## src/rtl/core/qrs_pkg.sv

```systemverilog
`default_nettype none
package qrs_pkg;

  localparam int OUT_WIDTH = 35;

  typedef enum logic [1:0] {
    KIND_DOUBLE  = 2'd0,
    KIND_TWO     = 2'd1,
    KIND_COMPLEX = 2'd2,
    KIND_DEGEN   = 2'd3
  } kind_e;

endpackage
`default_nettype wire

```

## src/rtl/core/qrs_front.sv

```systemverilog
`default_nettype none
module qrs_front #(
  parameter int COEFF_WIDTH = 16
) (
  input  logic                          clk_i,
  input  logic                          rst_ni,
  input  logic                          in_valid_i,
  output logic                          in_ready_o,
  input  logic signed [COEFF_WIDTH-1:0] coeff_a_i,
  input  logic signed [COEFF_WIDTH-1:0] coeff_b_i,
  input  logic signed [COEFF_WIDTH-1:0] coeff_c_i,
  output logic                          item_valid_o,
  input  logic                          item_ready_i,
  output logic [4*COEFF_WIDTH+5:0]      item_o
);
  localparam int W  = COEFF_WIDTH;
  localparam int DW = 2 * W + 2;

  typedef struct packed {
    qrs_pkg::kind_e kind;
    logic           an;
    logic           bn;
    logic [W-1:0]   am;
    logic [W-1:0]   bm;
    logic [DW-1:0]  dmag;
  } item_t;

  logic en_a, en_b, en_c;
  logic a_v_q, b_v_q, c_v_q;

  // stage A: magnitudes and signs
  logic [W-1:0] am_q, bm_q, cm_q, am_d, bm_d, cm_d;
  logic         an_q, bn_q, cn_q;
  // stage B: products
  logic [2*W-1:0] bb_q, ac_q;
  logic [W-1:0]   bam_q, bbm_q;
  logic           ban_q, bbn_q, bsub_q;
  // stage C: discriminant and kind
  item_t c_q, c_d;

  logic [DW-1:0] bb_x, ac4_x;

  assign en_c       = !c_v_q || item_ready_i;
  assign en_b       = !b_v_q || en_c;
  assign en_a       = !a_v_q || en_b;
  assign in_ready_o = en_a;

  assign am_d = coeff_a_i[W-1] ? W'(-coeff_a_i) : W'(coeff_a_i);
  assign bm_d = coeff_b_i[W-1] ? W'(-coeff_b_i) : W'(coeff_b_i);
  assign cm_d = coeff_c_i[W-1] ? W'(-coeff_c_i) : W'(coeff_c_i);

  assign bb_x  = DW'(bb_q);
  assign ac4_x = DW'(ac_q) << 2;

  always_comb begin
    c_d.an = ban_q;
    c_d.bn = bbn_q;
    c_d.am = bam_q;
    c_d.bm = bbm_q;
    c_d.kind = qrs_pkg::KIND_TWO;
    if (bsub_q) begin
      if (bb_x >= ac4_x) begin
        c_d.dmag = bb_x - ac4_x;
      end else begin
        c_d.dmag = ac4_x - bb_x;
        c_d.kind = qrs_pkg::KIND_COMPLEX;
      end
    end else begin
      c_d.dmag = bb_x + ac4_x;
    end
    if (c_d.dmag == '0) c_d.kind = qrs_pkg::KIND_DOUBLE;
    if (bam_q == '0) c_d.kind = qrs_pkg::KIND_DEGEN;
  end

  always_ff @(posedge clk_i or negedge rst_ni) begin
    if (!rst_ni) begin
      a_v_q <= 1'b0;
      b_v_q <= 1'b0;
      c_v_q <= 1'b0;
    end else begin
      if (en_a) a_v_q <= in_valid_i;
      if (en_b) b_v_q <= a_v_q;
      if (en_c) c_v_q <= b_v_q;
    end
  end

  always_ff @(posedge clk_i) begin
    if (en_a) begin
      am_q <= am_d;
      bm_q <= bm_d;
      cm_q <= cm_d;
      an_q <= coeff_a_i[W-1];
      bn_q <= coeff_b_i[W-1];
      cn_q <= coeff_c_i[W-1];
    end
    if (en_b) begin
      bb_q   <= (2*W)'(bm_q) * (2*W)'(bm_q);
      ac_q   <= (2*W)'(am_q) * (2*W)'(cm_q);
      bam_q  <= am_q;
      bbm_q  <= bm_q;
      ban_q  <= an_q;
      bbn_q  <= bn_q;
      bsub_q <= (an_q == cn_q);
    end
    if (en_c) c_q <= c_d;
  end

  assign item_valid_o = c_v_q;
  assign item_o       = c_q;
endmodule
`default_nettype wire

```

## config.mk

```make
export PLATFORM = sky130hd
export DESIGN_NAME = qrs_front
export DESIGN_NICKNAME = d
export VERILOG_FILES = /design/src/rtl/core/qrs_pkg.sv /design/src/rtl/core/qrs_front.sv
export SDC_FILE = /design/constraint.sdc
export NUM_CORES = 1
export LEC_CHECK = 0
export BUFFER_PORTS_ARGS = -buffer_cell sky130_fd_sc_hd__buf_2
export CAP_MARGIN = 10
export CORE_MARGIN = 5
export CORE_UTILIZATION = 40
export CTS_CLUSTER_DIAMETER = 40
export DETAILED_ROUTE_END_ITERATION = 8
export GPL_TIMING_DRIVEN = 0
export PLACE_DENSITY = 0.53
export SLEW_MARGIN = 10
export SYNTH_ARGS = -nofsm -noshare
export SYNTH_HDL_FRONTEND = slang
export SYNTH_SLANG_ARGS = --single-unit
```

## constraint.sdc

```tcl
create_clock -name clk_i -period 18.02 [get_ports clk_i]
set_clock_uncertainty 0.2 [all_clocks]
set_input_delay 1.802 -clock clk_i [delete_from_list [all_inputs] [get_ports clk_i]]
set_output_delay 1.802 -clock clk_i [all_outputs]
set_load 0.05 [all_outputs]
```

==> run metrics <==
final hold violation count 0; Mapped Area between 20000 and 30000 sq um; FF+latch count, synth 220; Final Max Slew Viols 0; Core Rows 97; I/O pin total 124; port bufs 123; slowest library cell on the worst path clkbuf_1; post-cts sizing count 0; fin crit share about half; Post-synth EDFFs 217; initial antenna violation count 4; Final Setup Violations 0; fraction of layout cells with a size suffix above 1 around 8.1%; global-route wire length before repair 131 mm; Yosys Warn Count 0; Area growth syn-to-layout 11.8%; initial DRC count approximately 1500; Core Area 70300 sq um; hold_sp bbm_q[2]; CP required 18040 ps; asr flop ratio synth 1.36%; Hold-fix buffers, CTS 0; area of the multi-input gates 19200 sq um; Post-Synthesis Cells 2965; Post-DP HPWL between 60 and 70 mm; CP arrival 8820 ps; most frequent cells in the layout inv_1 (587), fa_1 (359), nand2_1 (296), ha_1 (296), edfxtp_1 (217); final critical-path required period approximately 8800 ps; Startpoint Class flip-flop; final net count 3848; Die Area between 70000 and 80000 sq um; slew margin rel. 29.2%; Post CTS Setup Buffer Count 0; WP depth 25; R2R Setup Slk 9210 ps; worst slew pin tran 1040 ps; clock-pin slew on the worst setup and hold paths ~50 ps; RSZ-0062 raised after global routing no; vias in the first global route 22892; routability cong. 0.920; TNS Setup 0 ps; net count after synthesis 3672; RR Startpoint bm_q[4]; post-synthesis sequential area ratio 23.1%; Routed WL per cell 20.3 um; Max-cap violations 0; commonest non-fill, non-tap cell in the layout inv_1; CTS Buf Count 40; Hold Path Depth 0; Syn Area/Cell 9.60 sq um; DIE WIDTH roughly 280 um; status finished, final reports clean; all-layer global routing usage 21.6%; Final ANT Viol Nets 0; CP endpoint kind flip-flop; critical path class flip-flop to flip-flop; Hold Crit Class flip-flop to flip-flop; Skew-Pair Late Insertion Delay 580 ps; CTS sink count 220; max incr delay on CP 590 ps; worst hold endpoint item_o[36]; count of cell types in the netlist 88; CP delay by family, top adder cells; Reg2Reg Depth 25; CTS root buffer clkbuf_16; total routed wirelength 83.3 mm; sum of buffers and inverters on the critical path 5; FILL cells 6774; Sequential Area about 6600 sq um; Vias/cell 5.28; Most common cell on crit path fa_1; GR Overflow Total 0; ys flop type edfxtp_1; Longest Clk Path Bufs 3; CTS tree built; H-tree levels 2; DRT Pass-1 Iters 5; remaining routing DRC violations 0; Die Height 277 um; RR Endpoint bb_q[30]; Initial Util 40.5%; largest net degree at the start of global routing 52; Worst Path Max Fanout 10; tightest hold margin roughly 220 ps; DR vias 21745; fmax 114 MHz
Yosys cell counts, types with 19 or more instances:
cell      count  area share, %
a21o_1       57            1.5
a21oi_1     134            2.4
a31oi_1      25           0.55
and2_1      158            3.5
clkbuf_1     73           0.96
edfxtp_1    217             23
fa_1        359             25
ha_1        296             13
inv_1       587            7.7
nand2_1     296            3.9
nand2b_1     28           0.62
nand3_1      30           0.53
nand4_1      19           0.42
nor2_1      116            1.5
nor2b_1      19           0.42
nor3_1       30           0.53
nor4_1       23           0.51
o21ai_0      68            1.2
o21bai_1     22           0.58
or3_1        19           0.42
xnor2_1     106            3.3
xor2_1       29           0.89
flip-flops by register name, summed over array words and instances, names as in the netlist:
register      count
bn_q              1
ban_q             1
bam_q            16
ac_q             32
bbn_q             1
bbm_q            15
bm_q             16
a_v_q             1
cn_q              1
cm_q             16
bb_q             31
item_o           69
an_q              1
item_valid_o      1
b_v_q             1
bsub_q            1
am_q             16
kinds of logic (layout without fill, tap and decap cells):
kind of cell,after synthesis,after routing,synth area share (%)
AO/OA/AOI/OAI,469,469,11.0
XOR/XNOR,135,135,4.15
adder cells (fa/ha/maj),655,655,38.2
buffers and inverters,689,897,9.29
flip-flops,220,220,23.1
multiplexers,13,13,0.492
other,0,2,0
AND/OR/NAND/NOR,784,784,13.7
worst max-delay path by stage:
| stage | startpoint | endpoint | slack (ps) |
|---|---|---|---|
| 2_1_floorplan | bm_q[9] | bb_q[30] | 11050 |
| 3_3_place_gp | bm_q[4] | bb_q[30] | 9340 |
| 3_5_place_dp | bm_q[4] | bb_q[30] | 9390 |
| 4_1_cts | bm_q[4] | bb_q[30] | 9360 |
| 5_1_grt | bm_q[4] | bb_q[30] | 8890 |
| 6_report | bm_q[4] | bb_q[30] | 9210 |
through the flow:
step / worst slack (ps) / instances / util, % / area [sq um]
2_1_floorplan: 11050 / 2965 / - / 28500
3_3_place_gp: 9340 / 4028 / 43.1 / 30300
3_5_place_dp: 9390 / 4039 / 43.3 / 30400
4_1_cts: 9360 / 4113 / 45.3 / 31800
5_1_grt: 8890 / 4113 / 45.3 / 31800
6_report: 9210 / 4115 / 45.3 / 31800
area by class of cell:
| class | instances | share of cell area, % |
|---|---|---|
| tap | 940 | 3.70 |
| clock buffer | 44 | 3.19 |
| inverter | 589 | 6.95 |
| sequential | 220 | 20.7 |
| antenna | 2 | 0.0157 |
| clock inverter | 30 | 1.12 |
| timing repair buffer | 134 | 2.47 |
| multi-input combinational | 2056 | 60.5 |
| buffer | 100 | 1.37 |
routing by layer:
layer / up-vias / share of wire [%] / track usage (%)
met1: 10833 / 44 / 29.9
met5: - / 0.016 / 0
li1: 10043 / - / -
met3: 146 / 6.7 / 4.22
met2: 721 / 46 / 35.0
met4: 2 / 3.0 / 6.00
worst register-to-register path, delay by kind of cell (launching register included):
family	cells	cell delay, ps
AO/OA/AOI/OAI	9	2060
XOR/XNOR	1	480
adder cells (fa/ha/maj)	7	3270
buffers and inverters	5	1330
flip-flops	1	500
AND/OR/NAND/NOR	3	620
Power is left out: the tool's default activity adds up to more than one toggle a clock period on the data nets, which glitch-free logic cannot reach.
