## src/rtl/core/qrs_queue.sv

```systemverilog
`default_nettype none
module qrs_queue #(
  parameter int WIDTH = 8,
  parameter int DEPTH = 2
) (
  input  logic             clk_i,
  input  logic             rst_ni,
  input  logic             in_valid_i,
  output logic             in_ready_o,
  input  logic [WIDTH-1:0] in_data_i,
  output logic             out_valid_o,
  input  logic             out_ready_i,
  output logic [WIDTH-1:0] out_data_o
);
  localparam int AW = $clog2(DEPTH);

  logic [WIDTH-1:0] mem_q [DEPTH];
  logic [AW-1:0]    wr_q, rd_q;
  logic [AW:0]      cnt_q;
  logic             push, pop;

  assign in_ready_o  = (cnt_q != (AW+1)'(DEPTH));
  assign out_valid_o = (cnt_q != '0);
  assign push        = in_valid_i && in_ready_o;
  assign pop         = out_valid_o && out_ready_i;
  assign out_data_o  = mem_q[rd_q];

  always_ff @(posedge clk_i or negedge rst_ni) begin
    if (!rst_ni) begin
      wr_q  <= '0;
      rd_q  <= '0;
      cnt_q <= '0;
    end else begin
      if (push) wr_q <= (wr_q == AW'(DEPTH-1)) ? '0 : wr_q + 1'b1;
      if (pop)  rd_q <= (rd_q == AW'(DEPTH-1)) ? '0 : rd_q + 1'b1;
      if (push && !pop)      cnt_q <= cnt_q + 1'b1;
      else if (pop && !push) cnt_q <= cnt_q - 1'b1;
    end
  end

  always_ff @(posedge clk_i) begin
    if (push) mem_q[wr_q] <= in_data_i;
  end
endmodule
`default_nettype wire

```

## config.mk

```make
export PLATFORM = sky130hd
export DESIGN_NAME = qrs_queue
export DESIGN_NICKNAME = d
export VERILOG_FILES = /design/src/rtl/core/qrs_queue.sv
export SDC_FILE = /design/constraint.sdc
export NUM_CORES = 1
export LEC_CHECK = 0
export BUFFER_PORTS_ARGS = -buffer_cell sky130_fd_sc_hd__buf_2
export CAP_MARGIN = 20
export CORE_UTILIZATION = 52
export CTS_CLUSTER_SIZE = 30
export DETAILED_ROUTE_END_ITERATION = 10
export PLACE_DENSITY = 0.79
export SLEW_MARGIN = 20
export SYNTH_ARGS = -nofsm -noshare
export SYNTH_HDL_FRONTEND = slang
export SYNTH_SLANG_ARGS = --single-unit
```

## constraint.sdc

```tcl
create_clock -name clk_i -period 3.3 [get_ports clk_i]
set_input_delay 0.33 -clock clk_i [delete_from_list [all_inputs] [get_ports clk_i]]
set_output_delay 0.33 -clock clk_i [all_outputs]
set_load 0.1 [all_outputs]
```

==> results of run 1 <==
[state kept, by name (all words and copies together) (netlist names)]
| name | flops |
|---|---|
| rd_q | 1 |
| mem_q | 16 |
| wr_q | 1 |
| cnt_q | 2 |
[cell type report]
type	instances	area, um2	area share [%]
repair buffers	22	115	12.2
inverters	1	3.75	0.398
clock buffers	4	26.3	2.79
flip-flops and latches	20	581	61.6
multi-input cells	21	198	21.0
well taps	15	18.8	1.99
[routing by layer]
metal | vias up | track usage, % | routed length, um
met1 | 206 | 20.4 | 503
li1 | 202 | - | -
met5 | - | 0 | 0
met2 | 16 | 28.5 | 639
met4 | 0 | 10.0 | 0
met3 | 0 | 3.80 | 61
[worst max path at each step]
stage	start	to	slack, ns	cells after the start
after detailed placement	cnt_q[0]	mem_q[0][0]	1.74	3
final	rd_q	out_data_o[4]	1.42	2
after CTS	rd_q	out_data_o[4]	1.42	2
after global routing	rd_q	out_data_o[1]	1.33	2
after global placement	rd_q	out_data_o[6]	1.77	2
after floorplan	cnt_q[0]	mem_q[0][0]	1.66	3
[synthesized netlist by cell type]
library cell | count | area [um2]
and3_1 | 1 | 6.26
buf_2 | 1 | 5.00
dfrtp_1 | 4 | 100
edfxtp_1 | 16 | 480
ha_1 | 1 | 12.5
inv_1 | 1 | 3.75
mux2_2 | 8 | 90.1
nand2_1 | 1 | 3.75
nand2_4 | 1 | 11.3
nand2b_4 | 1 | 13.8
nor2_1 | 2 | 7.51
or2_4 | 1 | 8.76
xnor2_1 | 3 | 26.3
xor2_1 | 2 | 17.5
[critical path, stage by stage (launching register included)]
cell,delay (ns)
dfrtp_1,0.58
mux2_2,0.39
buf_2,0.29
[logic make-up (layout without fill, tap and decap cells)]
group | Yosys count | count (layout)
AND/OR/NAND/NOR | 7 | 7
XOR/XNOR | 5 | 5
buffers and inverters | 2 | 27
multiplexers | 8 | 8
adder cells (fa/ha/maj) | 1 | 1
flip-flops | 20 | 20
[metrics by stage]
step | cell area, um2 | std cells
CTS | 942 | 83
global route | 942 | 83
global placement | 906 | 78
detailed placement | 906 | 78
floorplan | 787 | 43
finish | 942 | 83
==> reports/metrics.cfg, run 1 <==
[status]
status = finished clean

[timing]
rsz0062_at_grt = no
max_freq_mhz = 533
period_minus_slack_ns = 1.88
drv_slew = 0
whs_ns = 0.212
max_slew.worst_pin.slew_ns = 0.712
min_period_over_period_pct = 56.8
setup_viol = 0
finalClockSkew_ns = 0.00634
finalHoldViolations = 0
worst_slack_ns = 1.42
finalSetupTns_ns = 0
relSlewSlack_pct = 52.3

[floorplan]
die_x_um = 40.9
dieHeight_um = 40.9
initial_core_util_pct = 58.3
core_mm2 = 0.00135
io_pins = 22
rows = 13
dieArea_mm2 = 0.00167

[clock_network]
clkSinkCount = 20
cts_setup_buffers = 0
cts_resized = 0
worstSkewPairLatency_ns = 0.29
root_buffer = clkbuf_4
clockBufferDepth = 2
clkSlewWorstSetupHoldPaths_ns = 0.11
holdBufCountCts = 1
cts_tree = yes
cts_buffers = 3
htree_levels = 1

[setup_path]
critPathLaunchType = register
r2r_end = mem_q[0][3]
critPathCaptureType = output pin
worst-path-max-fanout = 9
cp.arrival_ns = 1.55
reg2reg_depth = 3
r2r_start = cnt_q[0]
critical_path_required_ns = 2.97
rrSetupSlack_ns = 1.71
worstSetupPathType = reg2out

[layout]
fill_cells = 99
final_nets = 82
layout-drive-gt1-share_pct = 51.5
n_antenna_cell = 0
area_delta_synth_final_pct = 19.7
layout_commonest_cell = buf_2
layout_common_cells = 21 x buf_2, 16 x edfxtp_1, 8 x mux2_2
utilization_pct = 69.8

[logic_synthesis]
synth_warnings = 0
synth_compound_area_share_pct = 0
netlist_area_um2 = 787
synthMuxAreaShare_pct = 11.4
syn_inst = 43
synth_cell_types = 14
synth-simple-area-share_pct = 6.52
syn_nets = 56
synthXorXnorAreaFrac_pct = 5.56
yosysSeqAreaShare_pct = 73.8
ys_seq_elements = 20
syn_area_per_cell_um2 = 18.3
synth_top_family_by_area = multiplexers
synth_adder_area_share_pct = 1.59

[placed_design]
dp_slack_ns = 1.74
gp_congestion = 0.599
hpwl_um = 887
portBuffers = 21

[hold_path]
hp-class = in2reg
worstHoldPathCells = 1
hold_end = mem_q[0][5]
holdCritStartpoint = in_data_i[5]

[global_routing]
grt-ovfl-total = 0
grt_pass1_wl_um = 1730
grt_pass1_vias = 402
grt_start_max_net_pins = 12
antenna_found_initial = 0
grt.total_usage_pct = 17.2

[drt]
num_vias = 424
dr.first_iter.drc_count = 5
ant_nets = 0
vias_per_cell = 5.11
drt_first_pass_iters = 3
wl_per_cell_um = 14.5
drc = 0
drt_wl_total_um = 1210

[flow_run]
drv_cap = 0

Power of run 1 is left out: the tool's default activity adds up to more than one toggle a clock period on the data nets, which glitch-free logic cannot reach.
==> run 2, diff against run 1 <==
- ABC_AREA: not set -> 1
- CORE_UTILIZATION: 52 -> 44
- PLACE_DENSITY: 0.79 -> 0.7
- clock period: 3.3 -> 1.5 ns (I/O delays scaled with it)
==> run 2 against run 1 <==
Sequential share of layout area decreased by 12 points. Design area increased by 25%. Wire length increased by 14%. Clock skew decreased by 0.0027 ns. Synthesized cell count increased by 63%. Global-route usage decreased by 1.9 points. Sequential cell count unchanged. Final cell count increased by 51%. Worst hold slack got worse by 0.19 ns. Via count increased by 30%. Critical path type unchanged. Largest cell class unchanged. Highest routed layer is now met4.
==> reports/metrics.cfg, run 2 <==
[global_routing]
antenna_found_initial = 0
grt.total_usage_pct = 15.3
grt_start_max_net_pins = 13
grt_pass1_wl_um = 2080
grt_pass1_vias = 483
grt-ovfl-total = 0

[timing]
whs_ns = 0.0266
period_minus_slack_ns = 1.43
relSlewSlack_pct = 67.7
max_slew.worst_pin.slew_ns = 0.488
rsz0062_at_grt = no
setup_viol = 0
finalHoldViolations = 0
worst_slack_ns = 0.0677
max_freq_mhz = 698
finalClockSkew_ns = 0.00368
min_period_over_period_pct = 95.5
drv_slew = 0
finalSetupTns_ns = 0

[setup_path]
critPathLaunchType = register
cp.arrival_ns = 1.28
slowest_stage = buf_2
worstSetupPathType = reg2out
cp_top_family = buffers and inverters
critPathCaptureType = output pin
cp_num_buf_inv = 2
critical_path_required_ns = 1.35
path_cells = inv_2 > nand2_4 > buf_2
worst-path-max-fanout = 3
slowest_delay_ns = 0.42

[clock_network]
clockBufferDepth = 2
cts_tree = yes
clkSinkCount = 20
htree_levels = 1
root_buffer = clkbuf_4
cts_buffers = 3
clkSlewWorstSetupHoldPaths_ns = 0.11
worstSkewPairLatency_ns = 0.30

[status]
status = finished clean

[placed_design]
hpwl_um = 936
dp_slack_ns = 0.0898
gp_congestion = 0.768
portBuffers = 21

[flow_run]
drv_cap = 0

[floorplan]
io_pins = 22
rows = 15
die_x_um = 45.4
dieHeight_um = 45.4
core_mm2 = 0.00175
dieArea_mm2 = 0.00206
initial_core_util_pct = 47.4

[logic_synthesis]
ys_async_sr_fraction_pct = 20.0
synth_edf_count = 16
ys_seq_elements = 20
syn_inst = 70
yosys.cell_count.top_type = nand2_1
netlist_area_um2 = 827
syn_area_per_cell_um2 = 11.8
synth_top_family_by_area = simple AND/OR/NAND/NOR gates
synth_cell_types = 14
synth_ff_type = edfxtp_1
syn_nets = 83
synthMuxAreaShare_pct = 0
synthTopCellsByArea = edfxtp_1 58%, nand2_1 14%, dfrtp_1 12%, nand2_4 2.7%, xor2_2 2.0%
synth_warnings = 0
netlist.area_leader.share_pct = 58.1
synth_adder_area_share_pct = 1.51
synth_area_leader_cell = edfxtp_1
synth-simple-area-share_pct = 20.7
synthTopCellsByCount = 30 x nand2_1, 16 x edfxtp_1, 4 x dfrtp_1, 4 x inv_1, 3 x inv_2
synthXorXnorAreaFrac_pct = 3.03
yosysSeqAreaShare_pct = 70.2
synth_compound_area_share_pct = 0

[drt]
wl_per_cell_um = 11.0
drc = 0
dr.first_iter.drc_count = 1
drt_wl_total_um = 1370
drt_first_pass_iters = 4
num_vias = 551
vias_per_cell = 4.41
ant_nets = 0

[layout]
utilization_pct = 67.7
layout_common_cells = 30 x nand2_1, 16 x edfxtp_1, 12 x buf_2
layout-drive-gt1-share_pct = 39.0
n_antenna_cell = 0
reg_top3 = mem_q (16), cnt_q (2)
final_nets = 114
regMostFlops = mem_q
largest_reg_flops = 16
area_delta_synth_final_pct = 42.8
layout_commonest_cell = nand2_1

[hold_path]
hp-class = in2reg

-- run 2: what timing repair did --
item | 4_1_cts | 5_1_grt
setup buffers | 2 | 1
hold buffers | 1 | 0
pin swaps | 0 | 0
endpoints found under the hold margin | 4 | 0
gates resized for setup | 1 | 1
setup endpoints to repair | 8 | 3
-- run 2: logic make-up (layout without fill, tap and decap cells) --
kind of cell             after synthesis  count (layout)
XOR/XNOR                               2               2
AND/OR/NAND/NOR                       39              39
buffers and inverters                  8              38
adder cells (fa/ha/maj)                1               1
flip-flops                            20              20
-- run 2: area by class of cell --
cell class / count / area, um2
Tap cell: 25 / 31.3
Fill cell: 135 / 564
Clock buffer: 3 / 22.5
Sequential cell: 20 / 582
Inverter: 7 / 26.3
Multi-Input combinational cell: 42 / 214
Clock inverter: 1 / 30.0
Timing Repair Buffer: 27 / 275
-- run 2: worst paths after layout --
check	depth (start not counted)	endpoint	startpoint	slack, ns
max in group asynchronous	2	rd_q	rst_ni	1.19
max	3	in_ready_o	cnt_q[0]	0.07
min reg2reg	2	cnt_q[1]	cnt_q[1]	0.59
min in group asynchronous	2	rd_q	rst_ni	0.18
max reg2reg	9	cnt_q[1]	cnt_q[0]	0.09
min	1	mem_q[1][3]	in_data_i[3]	0.03
-- run 2: metrics by stage --
| step | cells | area (um2) |
|---|---|---|
| 3_5_place_dp | 117 | 1090 |
| 2_1_floorplan | 70 | 832 |
| 5_1_grt | 125 | 1180 |
| 4_1_cts | 124 | 1170 |
| 3_3_place_gp | 117 | 1090 |
| 6_report | 125 | 1180 |
-- run 2: per-layer routing --
metal	vias to the layer above	GRT usage [%]	wire length, um
met5	-	0	0
met4	0	9.09	25
met3	5	3.60	56
met2	15	24.6	685
met1	247	18.7	605
li1	284	-	-
Power of run 2 is left out for the same reason.
